**config.mk**
```make
export PLATFORM = sky130hd
export DESIGN_NAME = thermostat_with_moving_average
export DESIGN_NICKNAME = d
export VERILOG_FILES = /design/src/design/twma_pkg.sv /design/src/design/thermostat_with_moving_average.sv
export VERILOG_INCLUDE_DIRS = /design/src /design/src/design
export SDC_FILE = /design/constraint.sdc
export NUM_CORES = 1
export LEC_CHECK = 0
export BUFFER_PORTS_ARGS = -buffer_cell sky130_fd_sc_hd__buf_2
export CORE_MARGIN = 2
export CORE_UTILIZATION = 49
export CTS_BUF_LIST = sky130_fd_sc_hd__clkbuf_4 sky130_fd_sc_hd__clkbuf_8
export DETAILED_ROUTE_END_ITERATION = 10
export GPL_ROUTABILITY_DRIVEN = 0
export MAX_ROUTING_LAYER = met4
export PLACE_DENSITY = 0.66
export SETUP_SLACK_MARGIN = 0.2
export SLEW_MARGIN = 20
export SYNTH_ARGS = -nofsm -noshare
export SYNTH_HDL_FRONTEND = slang
export SYNTH_SLANG_ARGS = --single-unit
```
**constraint.sdc**
```tcl
create_clock -name clk -period 8.8 [get_ports clk]
set_input_delay 0.88 -clock clk [delete_from_list [all_inputs] [get_ports clk]]
set_output_delay 0.88 -clock clk [all_outputs]
set_load 0.1 [all_outputs]
```
**src/design/thermostat_with_moving_average_defines.svh**
```systemverilog
// assertion macros for the thermostat block
`ifndef THERMOSTAT_WITH_MOVING_AVERAGE_DEFINES_SVH
`define THERMOSTAT_WITH_MOVING_AVERAGE_DEFINES_SVH

// same-cycle implication
`define TWMA_ASSERT_IMP(name, clk_s, rst_s, ante, cons, msg) \
  name: assert property (@(posedge clk_s) disable iff (rst_s) (ante) |-> (cons)) \
    else $error(msg);

// next-cycle implication
`define TWMA_ASSERT_NXT(name, clk_s, rst_s, ante, cons, msg) \
  name: assert property (@(posedge clk_s) disable iff (rst_s) (ante) |=> (cons)) \
    else $error(msg);

`endif

```
**src/design/twma_pkg.sv**
```systemverilog
// shared types and constants of the thermostat block
package twma_pkg;

  localparam int WINDOW_SIZE_DEF = 10;
  localparam int SETPOINT_STEP   = 5;

  localparam int CFG_IDX_W = 3;

  localparam logic [7:0] SAVED_NONE = 8'hFF;

  localparam logic [7:0] MARGIN_RST      = 8'd2;
  localparam logic [7:0] MIN_SP_RST      = 8'd35;
  localparam logic [7:0] MAX_SP_RST      = 8'd75;
  localparam logic [7:0] DEFAULT_SP_RST  = 8'd60;

  localparam logic [CFG_IDX_W-1:0] CFG_MARGIN     = 3'd0;
  localparam logic [CFG_IDX_W-1:0] CFG_MIN_SP     = 3'd1;
  localparam logic [CFG_IDX_W-1:0] CFG_MAX_SP     = 3'd2;
  localparam logic [CFG_IDX_W-1:0] CFG_DEFAULT_SP = 3'd3;

  typedef enum logic [1:0] {
    REQ_INIT    = 2'd0,
    REQ_ON      = 2'd1,
    REQ_SETTING = 2'd2,
    REQ_OFF     = 2'd3
  } req_t;

  typedef enum logic [3:0] {
    ST_IDLE   = 4'b0001,
    ST_SUM    = 4'b0010,
    ST_DIV    = 4'b0100,
    ST_FINISH = 4'b1000
  } state_t;

endpackage

```
**src/design/thermostat_with_moving_average.sv**
```systemverilog
// thermostat with moving-average window, serial sum and reciprocal divide
//
//  channel | signals                               | dir
//  in      | in_valid in_ready + item fields       | into block
//  out     | out_valid out_ready + result fields   | out of block
//  cfg     | cfg_valid cfg_ready cfg_index cfg_data| into block
//
//  on-mode item with a sample: accept, one shared adder over the window, one
//  reciprocal multiply, result load; any other item goes from accept straight to
//  result load; next item taken as soon as the sequencer is idle
//  a result waits in the output register while out_ready is low; the sequencer
//  then holds in its last state until the register frees
//  synchronous reset clears control, drive levels, setpoint, mean and out_valid, and loads config defaults
`include "thermostat_with_moving_average_defines.svh"

module thermostat_with_moving_average
  import twma_pkg::*;
#(
  parameter int WINDOW_SIZE = WINDOW_SIZE_DEF
) (
  input  logic                 clk,
  input  logic                 rst,
  input  logic                 in_valid,
  output logic                 in_ready,
  input  logic [1:0]           req_type,
  input  logic                 sample_valid,
  input  logic [7:0]           sample,
  input  logic [7:0]           saved_setpoint,
  input  logic                 up_pressed,
  input  logic                 down_pressed,
  input  logic                 blink_on,
  output logic                 out_valid,
  input  logic                 out_ready,
  output logic                 heater_on,
  output logic                 cooler_on,
  output logic                 led_on,
  output logic                 display_on,
  output logic [7:0]           display_value,
  output logic                 enter_setting,
  output logic                 setting_activity,
  output logic [7:0]           setpoint_out,
  output logic [7:0]           mean_temp,
  input  logic                 cfg_valid,
  output logic                 cfg_ready,
  input  logic [CFG_IDX_W-1:0] cfg_index,
  input  logic [7:0]           cfg_data
);

  localparam int IDX_W = (WINDOW_SIZE > 1) ? $clog2(WINDOW_SIZE) : 1;
  localparam int SUM_W = 8 + $clog2(WINDOW_SIZE + 1);
  localparam int DIV_SH = $clog2(WINDOW_SIZE);
  localparam int RECIP_SH = SUM_W + DIV_SH;
  localparam int RECIP_W = SUM_W + 1;
  localparam logic [RECIP_W-1:0] RECIP =
    RECIP_W'(((1 << RECIP_SH) + WINDOW_SIZE - 1) / WINDOW_SIZE);
  localparam logic [IDX_W-1:0] IDX_LAST = IDX_W'(WINDOW_SIZE - 1);

  logic [7:0] margin, min_setpoint, max_setpoint, default_setpoint;

  logic [7:0]       window [WINDOW_SIZE];
  logic [IDX_W-1:0] wr_idx;
  logic [7:0]       mean_value;
  logic [7:0]       last_sample;
  logic [7:0]       setpoint;

  state_t           state;
  logic [IDX_W-1:0] cnt;
  logic [SUM_W-1:0] acc;

  req_t req_q;
  logic up_q, down_q, blink_q;

  logic in_acc, load;

  // result of the current item
  logic       r_heater, r_cooler, r_led, r_disp_on, r_enter, r_activity;
  logic [7:0] r_disp_val, r_setpoint;

  logic signed [9:0] lo, hi, sp_s;
  logic [8:0]        sp_up;
  logic [7:0]        sp1;
  logic              act1, act2;

  logic [SUM_W+RECIP_W-1:0] quot_full;

  assign in_ready  = (state == ST_IDLE);
  assign cfg_ready = 1'b1;
  assign in_acc    = in_valid & in_ready;
  assign load      = (state == ST_FINISH) & (~out_valid | out_ready);

  // window sum over size by reciprocal multiply, exact for every sum
  assign quot_full = acc * RECIP;

  // configuration registers
  always_ff @(posedge clk) begin
    if (rst) begin
      margin           <= MARGIN_RST;
      min_setpoint     <= MIN_SP_RST;
      max_setpoint     <= MAX_SP_RST;
      default_setpoint <= DEFAULT_SP_RST;
    end else if (cfg_valid && cfg_ready) begin
      unique case (cfg_index)
        CFG_MARGIN:     margin           <= cfg_data;
        CFG_MIN_SP:     min_setpoint     <= cfg_data;
        CFG_MAX_SP:     max_setpoint     <= cfg_data;
        CFG_DEFAULT_SP: default_setpoint <= cfg_data;
        default: ;
      endcase
    end
  end

  // window store, no reset
  always_ff @(posedge clk) begin
    if (in_acc) begin
      if (req_t'(req_type) == REQ_INIT) begin
        for (int i = 0; i < WINDOW_SIZE; i++) begin
          window[i] <= sample;
        end
      end else if (req_t'(req_type) == REQ_ON && sample_valid) begin
        window[wr_idx] <= sample;
      end
    end
  end

  // latched item controls
  always_ff @(posedge clk) begin
    if (in_acc) begin
      req_q   <= req_t'(req_type);
      up_q    <= up_pressed;
      down_q  <= down_pressed;
      blink_q <= blink_on;
    end
  end

  // result logic
  always_comb begin
    lo   = signed'({2'b00, mean_value}) - signed'({2'b00, margin});
    hi   = signed'({2'b00, mean_value}) + signed'({2'b00, margin});
    sp_s = signed'({2'b00, setpoint});

    sp_up = {1'b0, setpoint} + 9'(SETPOINT_STEP);
    act1  = up_q && (setpoint < max_setpoint);
    sp1   = act1 ? (sp_up[8] ? 8'hFF : sp_up[7:0]) : setpoint;
    act2  = down_q && (sp1 > min_setpoint);

    r_heater   = 1'b0;
    r_cooler   = 1'b0;
    r_led      = 1'b0;
    r_disp_on  = 1'b0;
    r_disp_val = 8'd0;
    r_enter    = 1'b0;
    r_activity = 1'b0;
    r_setpoint = setpoint;

    unique case (req_q)
      REQ_ON: begin
        r_disp_on  = ~(up_q | down_q);
        r_disp_val = last_sample;
        r_enter    = up_q | down_q;
        priority if (sp_s < hi && sp_s > lo) begin
          r_heater = 1'b0;
          r_cooler = 1'b0;
          r_led    = 1'b0;
        end else if (sp_s < hi) begin
          r_cooler = 1'b1;
          r_led    = 1'b1;
        end else if (sp_s > lo) begin
          r_heater = 1'b1;
          r_led    = blink_q;
        end else begin
          r_heater = heater_on;
          r_cooler = cooler_on;
          r_led    = led_on;
        end
      end
      REQ_SETTING: begin
        r_setpoint = act2 ? ((sp1 > 8'(SETPOINT_STEP)) ? sp1 - 8'(SETPOINT_STEP) : 8'd0)
                          : sp1;
        r_activity = act1 | act2;
        r_disp_on  = blink_q | act1 | act2;
        r_disp_val = r_setpoint;
      end
      REQ_INIT, REQ_OFF: ;
      default: ;
    endcase
  end

  // sequencer and datapath
  always_ff @(posedge clk) begin
    if (rst) begin
      state       <= ST_IDLE;
      cnt         <= '0;
      wr_idx      <= '0;
      mean_value  <= 8'd0;
      last_sample <= 8'd0;
      setpoint    <= 8'd0;
    end else begin
      unique case (state)
        ST_IDLE: begin
          if (in_acc) begin
            cnt <= '0;
            acc <= '0;
            priority if (req_t'(req_type) == REQ_INIT) begin
              setpoint   <= (saved_setpoint != SAVED_NONE) ? saved_setpoint
                                                           : default_setpoint;
              mean_value <= sample;
              wr_idx     <= '0;
              state      <= ST_FINISH;
            end else if (req_t'(req_type) == REQ_ON && sample_valid) begin
              last_sample <= sample;
              wr_idx      <= (wr_idx == IDX_LAST) ? '0 : wr_idx + 1'b1;
              state       <= ST_SUM;
            end else begin
              state <= ST_FINISH;
            end
          end
        end
        ST_SUM: begin
          acc <= acc + SUM_W'(window[cnt]);
          if (cnt == IDX_LAST) begin
            cnt   <= '0;
            state <= ST_DIV;
          end else begin
            cnt <= cnt + 1'b1;
          end
        end
        ST_DIV: begin
          mean_value <= quot_full[RECIP_SH +: 8];
          state      <= ST_FINISH;
        end
        ST_FINISH: begin
          if (load) begin
            setpoint <= r_setpoint;
            state    <= ST_IDLE;
          end
        end
        default: state <= ST_IDLE;
      endcase
    end
  end

  // output register; drive levels live here
  always_ff @(posedge clk) begin
    if (rst) begin
      out_valid <= 1'b0;
      heater_on <= 1'b0;
      cooler_on <= 1'b0;
      led_on    <= 1'b0;
    end else begin
      if (load) begin
        out_valid <= 1'b1;
        heater_on <= r_heater;
        cooler_on <= r_cooler;
        led_on    <= r_led;
      end else if (out_ready) begin
        out_valid <= 1'b0;
      end
    end
  end

  always_ff @(posedge clk) begin
    if (load) begin
      display_on       <= r_disp_on;
      display_value    <= r_disp_val;
      enter_setting    <= r_enter;
      setting_activity <= r_activity;
      setpoint_out     <= r_setpoint;
      mean_temp        <= mean_value;
    end
  end

  `TWMA_ASSERT_IMP(a_idx_range, clk, rst, 1'b1, {1'b0, wr_idx} < (IDX_W + 1)'(WINDOW_SIZE), "write index out of window")
  `TWMA_ASSERT_NXT(a_sample_sums, clk, rst, in_acc && req_t'(req_type) == REQ_ON && sample_valid, state == ST_SUM, "new sample did not start summing")
  `TWMA_ASSERT_NXT(a_load_done, clk, rst, load, out_valid && state == ST_IDLE, "result load did not finish the item")
  `TWMA_ASSERT_NXT(a_init_off, clk, rst, load && req_q == REQ_INIT, !heater_on && !cooler_on && !led_on, "drives not off after init")

endmodule
```
==> results.toml <==
[status]
outcome = "complete, no violations"

[sta]
setup_violations = 0
final.setup_skew_ns = 0.0305
setup_tns_ns = 0
period_needed_ns = 5.09
drv_slew = 0
max_freq_ghz = 0.196
maxSlewHeadroom = 0.367
final-hold-violation-count = 0
rsz0062_at_grt = "false"
min_period_over_period = 0.579
worstMarginPinSlew_ns = 0.943

[min_path]
hp-class = "register to register"

[power_and_ir_drop]
internal-power_mw = 2.17
max-vdd-ir-drop_mv = 0.116
switching_power_mw = 1.04
finalPower_mw = 3.22
pwr-share-comb = 0.265
p_per_area_nw_per_um2 = 201
switching_share = 0.325
seqPwrFrac = 0.412
p_clk_frac = 0.323
power_leakage_nw = 6.48

[global_route]
gr-total-overflow = 0
grt_max_degree = 53
grt_pass1_wl_mm = 52.9
grt_usage = 0.229
grt_pass1_vias = 9672
antenna_found_initial = 0

[cells_and_area]
fillCellCount = 2499
area_delta_synth_final_pct = 11.5
layout_common_cells = "edfxtp_1 (172), ha_1 (145), inv_1 (135)"
diodes = 0
final_common_cell = "edfxtp_1"
drive_gt1_frac = 0.154
nets = 1569

[setup_path]
startpoint_type = "register"
worst_ep_arrival_time_ns = 5.40
required_ns = 9.10
crit_path_end = "display_value[7]$_DFFE_PP_"
crit_path_max_fanout = 12
crit_family = "compound AO/OA/AOI/OAI gates"
crit_start = "setpoint[6]$_SDFFE_PP0P_"
crit_cells = 16
crit_chain = "ha_1 -> a21oi_1 -> o221ai_2 -> a21oi_1 -> nand2_1 -> o22ai_1 -> inv_1 -> ha_1 -> nor2b_1 -> o21a_1 -> o21ai_0 -> a21oi_1 -> o31ai_2 -> o31a_1 -> o21ai_1 -> a21oi_1"
end_kind = "register"
rr_endpoint = "display_value[7]$_DFFE_PP_"
crit_path_frequent_cell = "a21oi_1"
reg2reg_depth = 16
slowest_delay_ns = 0.67
r2r_slack_ns = 3.71
worstSetupPathType = "register to register"
crit_buf_inv = 1
cpMaxStageDelayCell = "dfxtp_1"
reg2reg_from = "setpoint[6]$_SDFFE_PP0P_"

[clock_tree]
clk_pin_slew_ns = 0.06
ctsResizeCount = 0
htreeDepth = 2
clock-sinks = 248
clk_latency_ns = 0.57
cts_hold_buffers = 0
cts_root_buf = "clkbuf_8"
cts_tree = "done"
cts_max_path_buffers = 3
cts-buffers-inserted = 42
cts_setup_buffers = 0

[synthesis]
synth-seq-cells = 248
synth_edf_count = 172
synth_top_flop_cell = "edfxtp_1"
yosysTopAreaCell = "edfxtp_1"
synthesis.instances = 1258
syn_area_per_cell_sq_um = 11.4
synth_top_area_frac = 0.360
synth_cell_types = 70
netlist_top_cells_area = "edfxtp_1 (36%), ha_1 (13%), dfxtp_1 (11%)"
synth.cell_area_sq_um = 14400
yosysWarnings = 0
ys_seq_area_frac = 0.466
ys_async_sr_fraction = 0
synth_fp_nets = 1481

[drt]
drc = 0
avgViaCountPerCell = 5.65
drt_first_pass_iters = 5
wire_per_inst_um = 19.1
dr.first_iter.drc_count = 847
postRouteAntennaNets = 0
dr_total_vias = 9960
routed_wl_mm = 33.6

[run]
maxCapViolCount = 0

[floorplanning]
num_io_pins = 71
die_y_um = 175
dieArea_sq_um = 30700
coreArea_sq_um = 28800
initial_core_util = 0.499
chipWidth_um = 175
row_count = 62

[placement]
hpwl_mm = 24.2
port_buffers = 69
==> power by group through the flow <==
stage / logic [mW] / clock network, mW / registers (mW)
CTS: 0.852 / 1.06 / 1.33
global placement: 0.833 / 0 / 1.35
global route: 0.969 / 1.11 / 1.33
floorplan: 0.605 / 0 / 1.37
finish: 0.852 / 1.04 / 1.33
detailed placement: 0.842 / 0 / 1.35
==> worst min-delay path, stage by stage, from the launching register on <==
cell	delay [ns]
dfxtp_1	0.31
nand2_1	0.05
a21oi_1	0.05
==> per-stage QoR <==
step	instances	hold slack, ns	worst slack (ns)	util	cell area (sq um)
after floorplan	1258	0.433	4.18	-	14400
after global placement	1686	0.443	3.94	0.526	15100
after detailed placement	1686	0.449	3.84	0.526	15100
after CTS	1764	0.458	3.84	0.556	16000
after global routing	1764	0.475	3.35	0.556	16000
final	1764	0.456	3.71	0.556	16000
==> metal layers <==
metal | track usage | wire, um | vias up
met2 | 0.340 | 15000 | 353
met3 | 0.0405 | 2280 | 41
li1 | - | - | 4701
met1 | 0.328 | 15800 | 4865
met4 | 0.0566 | 577 | 0
met5 | - | 0 | -
==> worst min path at each step <==
stage / from / end / slack, ns / depth (start not counted)
final: min_setpoint[3]$_SDFFE_PP0P_ / min_setpoint[3]$_SDFFE_PP0P_ / 0.46 / 2
after floorplan: default_setpoint[0]$_SDFFE_PP0P_ / default_setpoint[0]$_SDFFE_PP0P_ / 0.43 / 2
after detailed placement: min_setpoint[3]$_SDFFE_PP0P_ / min_setpoint[3]$_SDFFE_PP0P_ / 0.45 / 2
after CTS: min_setpoint[3]$_SDFFE_PP0P_ / min_setpoint[3]$_SDFFE_PP0P_ / 0.46 / 2
after global placement: default_setpoint[7]$_SDFFE_PP0P_ / default_setpoint[7]$_SDFFE_PP0P_ / 0.44 / 2
after global routing: min_setpoint[4]$_SDFFE_PP0P_ / min_setpoint[4]$_SDFFE_PP0P_ / 0.47 / 2
==> sequential cells by signal (all words and copies together) (netlist names), 2 cells and up, named ones only <==
register / count
window: 128
acc: 12
default_setpoint: 8
display_value: 8
last_sample: 8
margin: 8
max_setpoint: 8
mean_temp: 8
mean_value: 8
min_setpoint: 8
setpoint: 8
setpoint_out: 8
cnt: 4
state: 4
wr_idx: 4
req_q: 2
==> synthesized netlist by cell type (3+ instances only) <==
cell         n
nor4_1       3
or3_1        7
o21a_1      12
a31oi_1     14
nor2_1      80
clkbuf_1    28
xor2_1       9
o22ai_1      5
o211ai_1    16
nand3_1     18
mux4_2      40
and2_1       6
buf_2        4
nand3b_1     7
fa_1        40
buf_1        8
a211oi_1    14
dfxtp_1     76
nor4b_1      5
and3_1       9
o21ai_1      5
nand2b_1     6
mux2i_1     20
nor2b_1     11
a21oi_1     79
ha_1       145
o21bai_1     6
nor3_1      20
a21o_1      12
or2_2        3
inv_1      135
o21ai_0     39
nand4_1      6
o2111ai_1    3
xnor2_1     26
nand2_1    131
edfxtp_1   172
==> kinds of logic after synthesis <==
kind of cell / after synthesis / synth area share
simple gates: 321 / 0.103
flops: 248 / 0.466
compound gates: 229 / 0.102
fa+ha+maj: 185 / 0.182
buf+inv: 178 / 0.0477
mux: 61 / 0.0775
xor+xnor: 35 / 0.0214
other cells: 1 / 0.000261
==> final cells by class <==
type / instances / area, sq um / area share
clock buffers: 55 / 688 / 0.0430
clock inverters: 23 / 163 / 0.0102
inverters: 136 / 510 / 0.0319
multi-input cells: 832 / 7000 / 0.437
flip-flops and latches: 248 / 6690 / 0.418
well taps: 384 / 480 / 0.0300
repair buffers: 86 / 473 / 0.0296
Note: power is estimated with default switching activity, not from simulation.
